$ cat src/rtl/gtq_pkg.sv
// shared types, codes and the gf(2^8) multiply for the triangular quadratic evaluator
`default_nettype none

package gtq_pkg;

  // widest index that any legal parameter set needs
  localparam int VAR_IDX_W  = 8;
  localparam int FORM_IDX_W = 6;

  localparam int CFG_IDX_W  = 2;
  localparam int CFG_DATA_W = 7;

  localparam logic [CFG_IDX_W-1:0] REG_VAR_COUNT = 2'd0;
  localparam logic [CFG_IDX_W-1:0] REG_BATCH_LEN = 2'd1;

  localparam logic OP_VAR_LOAD = 1'b0;
  localparam logic OP_COEF     = 1'b1;

  localparam logic [6:0] VAR_COUNT_RST = 7'd42;
  localparam logic [5:0] BATCH_LEN_RST = 6'd28;

  localparam logic [7:0] GF_REDUCE = 8'h1B;

  // one classified transaction from the front to the back
  typedef struct packed {
    logic                  is_coef;
    logic                  first_col;
    logic                  row_end;
    logic                  eval_end;
    logic [VAR_IDX_W-1:0]  row;
    logic [VAR_IDX_W-1:0]  col;
    logic [FORM_IDX_W-1:0] form;
    logic [7:0]            data;
  } cmd_t;

  typedef struct packed {
    logic [7:0] y;
    logic       last;
  } res_t;

  function automatic logic [7:0] gf_mul(input logic [7:0] a, input logic [7:0] b);
    logic [7:0] acc;
    logic [7:0] v;
    acc = '0;
    v   = a;
    for (int i = 0; i < 8; i++) begin
      if (b[i]) acc = acc ^ v;
      v = v[7] ? ((v << 1) ^ GF_REDUCE) : (v << 1);
    end
    return acc;
  endfunction

endpackage

`default_nettype wire

$ cat src/rtl/gtq_fifo.sv
// small register queue used between the front and back and on the result side
`default_nettype none

module gtq_fifo #(
  parameter int WIDTH = 8,
  parameter int DEPTH = 2
) (
  input  wire logic             clk_i,
  input  wire logic             rst_ni,
  input  wire logic             push_i,
  input  wire logic [WIDTH-1:0] wdata_i,
  output logic                  full_o,
  input  wire logic             pop_i,
  output logic [WIDTH-1:0]      rdata_o,
  output logic                  empty_o
);

  localparam int AW = (DEPTH > 1) ? $clog2(DEPTH) : 1;
  localparam int CW = $clog2(DEPTH + 1);

  logic [WIDTH-1:0] mem_q [DEPTH];
  logic [AW-1:0]    wptr_q;
  logic [AW-1:0]    rptr_q;
  logic [CW-1:0]    cnt_q;
  logic             do_push;
  logic             do_pop;

  assign full_o  = (cnt_q == CW'(DEPTH));
  assign empty_o = (cnt_q == '0);
  assign do_push = push_i && !full_o;
  assign do_pop  = pop_i && !empty_o;
  assign rdata_o = mem_q[rptr_q];

  always_ff @(posedge clk_i or negedge rst_ni) begin
    if (!rst_ni) begin
      wptr_q <= '0;
      rptr_q <= '0;
      cnt_q  <= '0;
    end else begin
      if (do_push) begin
        wptr_q <= (wptr_q == AW'(DEPTH - 1)) ? '0 : wptr_q + 1'b1;
      end
      if (do_pop) begin
        rptr_q <= (rptr_q == AW'(DEPTH - 1)) ? '0 : rptr_q + 1'b1;
      end
      if (do_push && !do_pop) begin
        cnt_q <= cnt_q + 1'b1;
      end else if (do_pop && !do_push) begin
        cnt_q <= cnt_q - 1'b1;
      end
    end
  end

  always_ff @(posedge clk_i) begin
    if (do_push) begin
      mem_q[wptr_q] <= wdata_i;
    end
  end

endmodule

`default_nettype wire

$ cat src/rtl/gtq_front.sv
// front end: config registers, input accept and triangular index tracking
`default_nettype none

module gtq_front
  import gtq_pkg::*;
#(
  parameter int MAX_VARS  = 64,
  parameter int MAX_BATCH = 32
) (
  input  wire logic                  clk_i,
  input  wire logic                  rst_ni,
  input  wire logic                  item_push_i,
  output logic                       item_full_o,
  input  wire logic                  operation_i,
  input  wire logic [7:0]            data_byte_i,
  input  wire logic                  cfg_valid_i,
  output logic                       cfg_ready_o,
  input  wire logic [CFG_IDX_W-1:0]  cfg_index_i,
  input  wire logic [CFG_DATA_W-1:0] cfg_data_i,
  output cmd_t                       cmd_o,
  output logic                       cmd_push_o,
  input  wire logic                  cmd_full_i
);

  localparam int NW  = $clog2(MAX_VARS + 1);
  localparam int VW  = $clog2(MAX_VARS);
  localparam int BBW = $clog2(MAX_BATCH + 1);
  localparam int BW  = (MAX_BATCH > 1) ? $clog2(MAX_BATCH) : 1;

  logic [6:0]    var_count_q;
  logic [5:0]    batch_len_q;
  logic [NW-1:0] loaded_q;
  logic [VW-1:0] row_q;
  logic [VW-1:0] col_q;
  logic [BW-1:0] k_q;

  logic [NW-1:0]  n_eff;
  logic [BBW-1:0] b_eff;
  logic           item_acc;
  logic           is_coef;
  logic           vars_full;
  logic           k_last;
  logic           col_last;
  logic           row_last;
  logic           cfg_wr;
  logic           wr_var_count;
  logic           wr_batch_len;

  assign cfg_ready_o = 1'b1;
  assign item_full_o = cmd_full_i;
  assign item_acc    = item_push_i && !item_full_o;
  assign cfg_wr      = cfg_valid_i && cfg_ready_o;
  assign is_coef     = (operation_i == OP_COEF);

  always_comb begin
    wr_var_count = 1'b0;
    wr_batch_len = 1'b0;
    unique case (cfg_index_i)
      REG_VAR_COUNT: wr_var_count = cfg_wr;
      REG_BATCH_LEN: wr_batch_len = cfg_wr;
      default: ;
    endcase
  end

  // register values outside the supported range are clamped
  always_comb begin
    if (var_count_q == '0) begin
      n_eff = NW'(1);
    end else if (int'(var_count_q) > MAX_VARS) begin
      n_eff = NW'(MAX_VARS);
    end else begin
      n_eff = NW'(var_count_q);
    end
    if (batch_len_q == '0) begin
      b_eff = BBW'(1);
    end else if (int'(batch_len_q) > MAX_BATCH) begin
      b_eff = BBW'(MAX_BATCH);
    end else begin
      b_eff = BBW'(batch_len_q);
    end
  end

  assign vars_full = (loaded_q == n_eff);
  assign k_last    = (int'(k_q) + 1 == int'(b_eff));
  assign col_last  = (int'(col_q) + 1 == int'(n_eff));
  assign row_last  = (int'(row_q) + 1 == int'(n_eff));

  always_comb begin
    cmd_o.is_coef   = is_coef;
    cmd_o.first_col = (col_q == row_q);
    cmd_o.row_end   = k_last && col_last;
    cmd_o.eval_end  = k_last && col_last && row_last;
    cmd_o.row       = VAR_IDX_W'(row_q);
    cmd_o.col       = is_coef ? VAR_IDX_W'(col_q) : VAR_IDX_W'(loaded_q);
    cmd_o.form      = FORM_IDX_W'(k_q);
    cmd_o.data      = data_byte_i;
  end

  // early coefficients and surplus x bytes are dropped here
  assign cmd_push_o = item_acc && (is_coef ? vars_full : !vars_full);

  always_ff @(posedge clk_i or negedge rst_ni) begin
    if (!rst_ni) begin
      var_count_q <= VAR_COUNT_RST;
      batch_len_q <= BATCH_LEN_RST;
      loaded_q    <= '0;
      row_q       <= '0;
      col_q       <= '0;
      k_q         <= '0;
    end else begin
      if (wr_var_count) var_count_q <= cfg_data_i;
      if (wr_batch_len) batch_len_q <= cfg_data_i[5:0];
      if (wr_var_count || wr_batch_len) begin
        loaded_q <= '0;
        row_q    <= '0;
        col_q    <= '0;
        k_q      <= '0;
      end else if (cmd_push_o) begin
        if (!is_coef) begin
          loaded_q <= loaded_q + 1'b1;
        end else if (!k_last) begin
          k_q <= k_q + 1'b1;
        end else begin
          k_q <= '0;
          if (!col_last) begin
            col_q <= col_q + 1'b1;
          end else if (!row_last) begin
            row_q <= row_q + 1'b1;
            col_q <= row_q + 1'b1;
          end else begin
            loaded_q <= '0;
            row_q    <= '0;
            col_q    <= '0;
          end
        end
      end
    end
  end

endmodule

`default_nettype wire

$ cat src/rtl/gtq_back.sv
// back end: x store, row and result accumulators, shared gf multiplier
`default_nettype none

module gtq_back
  import gtq_pkg::*;
#(
  parameter int MAX_VARS  = 64,
  parameter int MAX_BATCH = 32
) (
  input  wire logic clk_i,
  input  wire logic rst_ni,
  input  cmd_t      cmd_i,
  input  wire logic cmd_empty_i,
  output logic      cmd_pop_o,
  output res_t      res_o,
  output logic      res_push_o,
  input  wire logic res_full_i
);

  localparam int VW = $clog2(MAX_VARS);
  localparam int BW = (MAX_BATCH > 1) ? $clog2(MAX_BATCH) : 1;

  typedef enum logic [1:0] {
    ST_IDLE,
    ST_COEF,
    ST_FOLD_RD,
    ST_FOLD_WR
  } state_e;

  state_e        state_q;
  cmd_t          cmd_q;
  logic [BW-1:0] k_q;

  logic [7:0] var_mem [MAX_VARS];
  logic [7:0] row_mem [MAX_BATCH];
  logic [7:0] res_mem [MAX_BATCH];
  logic [7:0] var_rd_q;
  logic [7:0] row_rd_q;
  logic [7:0] res_rd_q;

  logic          var_we;
  logic          var_re;
  logic [VW-1:0] var_waddr;
  logic [VW-1:0] var_raddr;
  logic          row_we;
  logic          row_re;
  logic [BW-1:0] row_waddr;
  logic [BW-1:0] row_raddr;
  logic          res_we;
  logic          res_re;
  logic [7:0]    mul_a;
  logic [7:0]    prod;
  logic [7:0]    row_wdata;
  logic [7:0]    fold_val;
  logic          k_last;
  logic          fold_step;

  assign k_last = (k_q == cmd_q.form[BW-1:0]);
  assign mul_a  = (state_q == ST_COEF) ? cmd_q.data : row_rd_q;
  assign prod   = gf_mul(mul_a, var_rd_q);

  // first column of a row and first row of an evaluation overwrite instead of accumulate
  assign row_wdata = cmd_q.first_col ? prod : (prod ^ row_rd_q);
  assign fold_val  = (cmd_q.row == '0) ? prod : (prod ^ res_rd_q);

  assign res_o.y    = fold_val;
  assign res_o.last = k_last;

  always_comb begin
    cmd_pop_o  = (state_q == ST_IDLE) && !cmd_empty_i;
    var_we     = cmd_pop_o && !cmd_i.is_coef;
    var_waddr  = cmd_i.col[VW-1:0];
    var_re     = 1'b0;
    var_raddr  = cmd_i.col[VW-1:0];
    row_re     = 1'b0;
    row_raddr  = cmd_i.form[BW-1:0];
    row_we     = 1'b0;
    row_waddr  = cmd_q.form[BW-1:0];
    res_re     = 1'b0;
    res_we     = 1'b0;
    res_push_o = 1'b0;
    fold_step  = 1'b0;
    unique case (state_q)
      ST_IDLE: begin
        var_re = cmd_pop_o && cmd_i.is_coef;
        row_re = cmd_pop_o && cmd_i.is_coef;
      end
      ST_COEF: begin
        row_we    = 1'b1;
        // fetch x[row] for the fold that follows a row end
        var_re    = cmd_q.row_end;
        var_raddr = cmd_q.row[VW-1:0];
      end
      ST_FOLD_RD: begin
        row_re    = 1'b1;
        row_raddr = k_q;
        res_re    = 1'b1;
      end
      ST_FOLD_WR: begin
        res_push_o = cmd_q.eval_end && !res_full_i;
        res_we     = !cmd_q.eval_end;
        fold_step  = !cmd_q.eval_end || !res_full_i;
      end
      default: ;
    endcase
  end

  always_ff @(posedge clk_i or negedge rst_ni) begin
    if (!rst_ni) begin
      state_q <= ST_IDLE;
      cmd_q   <= '0;
      k_q     <= '0;
    end else begin
      unique case (state_q)
        ST_IDLE: begin
          if (cmd_pop_o && cmd_i.is_coef) begin
            cmd_q   <= cmd_i;
            state_q <= ST_COEF;
          end
        end
        ST_COEF: begin
          k_q     <= '0;
          state_q <= cmd_q.row_end ? ST_FOLD_RD : ST_IDLE;
        end
        ST_FOLD_RD: begin
          state_q <= ST_FOLD_WR;
        end
        ST_FOLD_WR: begin
          if (fold_step) begin
            if (k_last) begin
              state_q <= ST_IDLE;
            end else begin
              k_q     <= k_q + 1'b1;
              state_q <= ST_FOLD_RD;
            end
          end
        end
        default: state_q <= ST_IDLE;
      endcase
    end
  end

  always_ff @(posedge clk_i) begin
    if (var_we) var_mem[var_waddr] <= cmd_i.data;
    if (var_re) var_rd_q <= var_mem[var_raddr];
    if (row_we) row_mem[row_waddr] <= row_wdata;
    if (row_re) row_rd_q <= row_mem[row_raddr];
    if (res_we) res_mem[k_q] <= fold_val;
    if (res_re) res_rd_q <= res_mem[k_q];
  end

endmodule

`default_nettype wire

$ cat src/rtl/gf256_triangular_quadratic_eval.sv
// top level of the gf(2^8) triangular quadratic form evaluator
//
//   channel   direction  handshake               payload
//   input     in         push / full             operation_i, data_byte_i
//   result    out        empty / pop             y_byte_o, last_o
//   config    in         cfg_valid_i/cfg_ready_o cfg_index_i, cfg_data_i
//
// an x byte is stored as it is popped; a coefficient takes a memory read, then a multiply-write
// each row end adds a fold through the accumulator memory ports, a read and a write per form
// the front takes items whenever its four-entry queue has room; the back stalls on a full
// result queue; reset is asynchronous, memories need no clearing pass
`default_nettype none

module gf256_triangular_quadratic_eval
  import gtq_pkg::*;
#(
  parameter int MAX_VARS  = 64,
  parameter int MAX_BATCH = 32
) (
  input  wire logic                  clk_i,
  input  wire logic                  rst_ni,
  input  wire logic                  push,
  output logic                       full,
  input  wire logic                  operation_i,
  input  wire logic [7:0]            data_byte_i,
  output logic                       empty,
  input  wire logic                  pop,
  output logic [7:0]                 y_byte_o,
  output logic                       last_o,
  input  wire logic                  cfg_valid_i,
  output logic                       cfg_ready_o,
  input  wire logic [CFG_IDX_W-1:0]  cfg_index_i,
  input  wire logic [CFG_DATA_W-1:0] cfg_data_i
);

  localparam int CMD_DEPTH = 4;
  localparam int RES_DEPTH = 2;

  cmd_t front_cmd;
  cmd_t back_cmd;
  logic cmd_push;
  logic cmd_full;
  logic cmd_pop;
  logic cmd_empty;
  res_t back_res;
  res_t out_res;
  logic res_push;
  logic res_full;

  gtq_front #(
    .MAX_VARS (MAX_VARS),
    .MAX_BATCH(MAX_BATCH)
  ) u_front (
    .clk_i      (clk_i),
    .rst_ni     (rst_ni),
    .item_push_i(push),
    .item_full_o(full),
    .operation_i(operation_i),
    .data_byte_i(data_byte_i),
    .cfg_valid_i(cfg_valid_i),
    .cfg_ready_o(cfg_ready_o),
    .cfg_index_i(cfg_index_i),
    .cfg_data_i (cfg_data_i),
    .cmd_o      (front_cmd),
    .cmd_push_o (cmd_push),
    .cmd_full_i (cmd_full)
  );

  gtq_fifo #(
    .WIDTH($bits(cmd_t)),
    .DEPTH(CMD_DEPTH)
  ) u_cmd_fifo (
    .clk_i  (clk_i),
    .rst_ni (rst_ni),
    .push_i (cmd_push),
    .wdata_i(front_cmd),
    .full_o (cmd_full),
    .pop_i  (cmd_pop),
    .rdata_o(back_cmd),
    .empty_o(cmd_empty)
  );

  gtq_back #(
    .MAX_VARS (MAX_VARS),
    .MAX_BATCH(MAX_BATCH)
  ) u_back (
    .clk_i      (clk_i),
    .rst_ni     (rst_ni),
    .cmd_i      (back_cmd),
    .cmd_empty_i(cmd_empty),
    .cmd_pop_o  (cmd_pop),
    .res_o      (back_res),
    .res_push_o (res_push),
    .res_full_i (res_full)
  );

  gtq_fifo #(
    .WIDTH($bits(res_t)),
    .DEPTH(RES_DEPTH)
  ) u_res_fifo (
    .clk_i  (clk_i),
    .rst_ni (rst_ni),
    .push_i (res_push),
    .wdata_i(back_res),
    .full_o (res_full),
    .pop_i  (pop),
    .rdata_o(out_res),
    .empty_o(empty)
  );

  assign y_byte_o = out_res.y;
  assign last_o   = out_res.last;

endmodule

`default_nettype wire

$ cat config.mk
export PLATFORM = sky130hd
export DESIGN_NAME = gf256_triangular_quadratic_eval
export DESIGN_NICKNAME = d
export VERILOG_FILES = /design/src/rtl/gtq_pkg.sv /design/src/rtl/gtq_fifo.sv /design/src/rtl/gtq_front.sv /design/src/rtl/gtq_back.sv /design/src/rtl/gf256_triangular_quadratic_eval.sv
export SDC_FILE = /design/constraint.sdc
export NUM_CORES = 2
export LEC_CHECK = 0
export BUFFER_PORTS_ARGS = -buffer_cell sky130_fd_sc_hd__buf_2
export CELL_PAD_IN_SITES_DETAIL_PLACEMENT = 0
export CELL_PAD_IN_SITES_GLOBAL_PLACEMENT = 1
export CORE_AREA = 5 5 288 318
export CTS_BUF_LIST = sky130_fd_sc_hd__clkbuf_2
export DETAILED_ROUTE_END_ITERATION = 10
export DIE_AREA = 0 0 293 323
export GPL_ROUTABILITY_DRIVEN = 0
export GPL_TIMING_DRIVEN = 0
export PLACE_DENSITY_LB_ADDON = 0.1
export REMOVE_ABC_BUFFERS = 1
export SLEW_MARGIN = 20
export SYNTH_ARGS = -nofsm -noshare
export SYNTH_HDL_FRONTEND = slang
export SYNTH_SLANG_ARGS = --single-unit
$ cat constraint.sdc
create_clock -name clk_i -period 7.07 [get_ports clk_i]
set_input_delay 1.0605 -clock clk_i [delete_from_list [all_inputs] [get_ports clk_i]]
set_output_delay 1.0605 -clock clk_i [all_outputs]
set_load 0.005 [all_outputs]
==> parameters.txt <==
Parameter                              Value

Synth
  Fraction of the yosys area taken by sequential cells ... 71.8%
  Main flop type after synthesis ... edfxtp_1
  Mapped Cells ... 3621
  Yosys warnings ... 0
  Netlist Area Pre-Place ... 52100 um2
  FFs w/ async S/R, synth ... 6.12%
  Number of register bits inferred by synthesis ... 1259
  EDFF count, synth ... 1182
  Synth cell types ... 82
  Avg Synthesized Cell Area ... 14.4 um2

Global route
  Via count of the first global-routing pass ... 31400
  Total congestion overflow ... 0
  Total global-route track usage ... 25.2%
  Initial antenna violation count ... 3
  Largest net degree at the start of global routing ... 103
  Wire length of the first global-routing pass ... 183 mm

CTS
  TritonCTS clock tree ... yes
  Clock transition at the registers of the reported paths ... 110 ps
  Clock root buffer master ... clkbuf_2
  Deepest level of the CTS H-tree ... 5
  Sink count of the clock tree ... 1259
  CTS buffer count ... 315
  Number of buffers added for setup after CTS ... 0
  Worst skew pair latency ... 1530 ps
  Clock Path Buffers ... 4

Job
  Number of max-cap violations ... 0

Routing
  Final wirelength ... 119 mm
  Router iterations before antenna repair ... 8
  Starting DRT DRC Count ... 2731
  Via total after detailed routing ... 31100
  Average vias per placed instance ... 5.97
  Number of nets with antenna violations after routing ... 0
  Number of remaining DRC errors ... 0
  Average routed wire per standard cell ... 22.8 um

Floorplanning
  Num ports ... 35
  Die area ... 94600 um2
  Die X-Extent ... 293 um
  Die Span Y ... 323 um
  Area of the placeable core ... 87700 um2
  Count of standard-cell rows ... 114
  Initial core utilization ... 59.4%

Setup path
  Critical path launch point type ... flop
  Maximum single-stage delay on the critical path ... 730 ps
  CP dominant cell by count ... xnor2_2
  Kind of cell adding the most delay to the critical path ... XOR/XNOR gates
  Crit path arrival time ... 5610 ps
  Buffer and inverter count on the worst path ... 1
  Kind of capture point of the worst setup path ... flop
  Kind of critical path ... reg2reg
  Worst path required time ... 8300 ps
  Critical path peak fanout ... 30
  Critical path, cell by cell ... nand2b_4 -> mux2i_4 -> xor2_1 -> mux2i_1 -> xnor2_1 -> xnor3_1 -> xnor2_2 -> xnor2_2 -> buf_6
  Cell at the slowest stage of the critical path ... xnor2_2

Timing
  Top achievable clock speed ... 0.228 GHz
  Period utilisation layout ... 62.0%
  Final setup fails ... 0
  Final hold violation count ... 0
  RSZ-0062 raised after global routing ... no
  Max-slew headroom ... 30.4%
  Slew of the pin with the lowest slew margin ... 1040 ps
  Setup Skew ... 219 ps
  Max-slew violation total from the final report ... 0
  Minimum clock period after layout ... 4390 ps
  Final worst setup slack ... 2680 ps

Final layout
  Total area of multi-input combinational cells ... 14000 um2
  Layout Area Growth over Synthesis ... 9.71%
  Sequential Area ... 37400 um2
  Final-layout fill cell count ... 6391
  Number of standard cells in the final layout excluding fillers ... 5202
  Net count of the finished layout ... 3877
  Share of post-route cells with drive strength above 1 ... 19.6%

Placed design
  Detailed-placement wirelength estimate ... 73.4 mm
  Pre-CTS setup slack ... 2520 ps
  Count of input and output buffers ... 33
  Number of placed instances with taps included ... 4653

Run status
  Outcome ... finished clean

Worst hold path
  Min-delay worst type ... in2reg
## synth_stat cells, types with 4 or more instances
library cell / count / area share, %
a22oi_1: 50 / 0.72
nand2b_1: 16 / 0.19
inv_1: 19 / 0.14
nor3b_1: 6 / 0.086
a32o_1: 5 / 0.096
nand3b_1: 10 / 0.14
or3b_2: 4 / 0.067
nor3_1: 20 / 0.19
a31oi_1: 69 / 0.83
clkbuf_1: 143 / 1.0
nor2_1: 169 / 1.2
o22ai_1: 19 / 0.23
edfxtp_1: 1182 / 68
buf_2: 42 / 0.40
o21ai_0: 61 / 0.59
mux2i_1: 46 / 0.88
buf_4: 4 / 0.058
xor2_1: 37 / 0.62
ha_1: 15 / 0.36
mux2_2: 63 / 1.4
dfstp_2: 6 / 0.30
buf_1: 25 / 0.18
mux4_2: 101 / 4.4
a221oi_1: 40 / 0.67
and2_1: 41 / 0.49
a211oi_1: 35 / 0.50
a32oi_1: 9 / 0.15
dfrtp_1: 71 / 3.4
a21o_1: 8 / 0.12
xnor3_1: 7 / 0.30
or3_1: 9 / 0.11
xnor2_1: 89 / 1.5
nand4_1: 43 / 0.52
nand3_1: 209 / 2.0
and3_1: 6 / 0.072
nand2_1: 739 / 5.3
a21oi_1: 110 / 1.1
nor2b_1: 20 / 0.24
and4_1: 9 / 0.15
## per-layer routing
| metal | routed length, um | track usage [%] | up-vias |
|---|---|---|---|
| met5 | 0 | 0 | - |
| li1 | - | - | 14200 |
| met4 | 2720 | 7.87 | 0 |
| met3 | 8420 | 5.49 | 185 |
| met2 | 59000 | 41.7 | 1169 |
| met1 | 48400 | 34.0 | 15500 |
## logic make-up (layout without fill, tap and decap cells)
family          after synthesis  after routing  share of synthesized area (%)
flops                      1259           1259                           71.8
xor+xnor                    136            136                           2.53
buf+inv                     235            654                           1.85
mux                         213            213                           6.72
compound gates              444            444                           5.64
fa+ha+maj                    16             16                          0.398
simple gates               1317           1317                           11.1
other cells                   1              3                        0.00719
## sequential cells by signal (all words and copies together), names as in the netlist, 6 cells and up
signal,count
u_back.cmd_q,22
u_back.res_mem,256
u_back.res_rd_q,8
u_front.var_count_q,7
u_front.col_q,6
u_back.var_rd_q,8
u_back.row_rd_q,8
u_cmd_fifo.mem_q,116
u_res_fifo.mem_q,18
u_front.batch_len_q,6
u_front.row_q,6
u_back.row_mem,256
u_back.var_mem,512
u_front.loaded_q,7
## layout make-up
cell class              count  area share (%)
flip-flops and latches   1259            65.5
multi-input cells        2127            24.5
clock buffers             447            3.91
repair buffers            116            2.69
well taps                1160            2.54
clock inverters            72           0.728
inverters                  19           0.125
diodes                      2         0.00875
## worst register-to-register path, stage by stage, from the launching register on
cell,delay (ps)
dfrtp_1,590
nand2b_4,530
mux2i_4,540
xor2_1,390
mux2i_1,310
xnor2_1,150
xnor3_1,450
xnor2_2,260
xnor2_2,730
buf_6,280
## per-stage QoR
stage | TNS (ps) | instance area (um2) | util, % | hold slack (ps)
final | 0 | 57200 | 65.2 | 282
after global routing | 0 | 57200 | 65.2 | 151
after CTS | 0 | 57200 | 65.2 | 108
after detailed placement | 0 | 54200 | 61.8 | 498
after global placement | -96560 | 52900 | 60.3 | 474
after floorplan | -14410 | 51200 | - | 456
## repair_timing
| item | CTS | global route |
|---|---|---|
| hold buffers | 28 | 0 |
| resized for setup | 0 | 0 |
| endpoints found under the hold margin | 138 | 0 |
## worst paths after layout
check / start / endpoint / slack [ps] / depth (start not counted)
min in group asynchronous: rst_ni / u_front.var_count_q[4] / 600 / 3
min: data_byte_i[7] / u_cmd_fifo.mem_q[2][7] / 280 / 2
max reg2reg: u_back.state_q[1] / u_back.row_mem[15][4] / 2680 / 9
max: u_back.state_q[1] / u_back.row_mem[15][4] / 2680 / 9
max in group asynchronous: rst_ni / u_back.cmd_q[26] / 5940 / 4
min reg2reg: u_cmd_fifo.cnt_q[2] / u_cmd_fifo.cnt_q[2] / 510 / 1
## placed cells by master (no fill, tap or decap), types with 35 or more instances in the layout
cell	count
edfxtp_1	1182
nand2_1	733
clkbuf_2	447
nand3_1	209
nor2_1	167
a21oi_1	109
mux4_2	93
xnor2_1	77
a31oi_1	69
dfrtp_1	67
mux2_2	62
o21ai_0	60
clkinv_1	51
a22oi_1	50
mux2i_1	43
nand4_1	43
a221oi_1	40
and2_1	35
a211oi_1	35
Power is left out: the tool's default activity adds up to more than one toggle a clock period on the data nets, which glitch-free logic cannot reach.
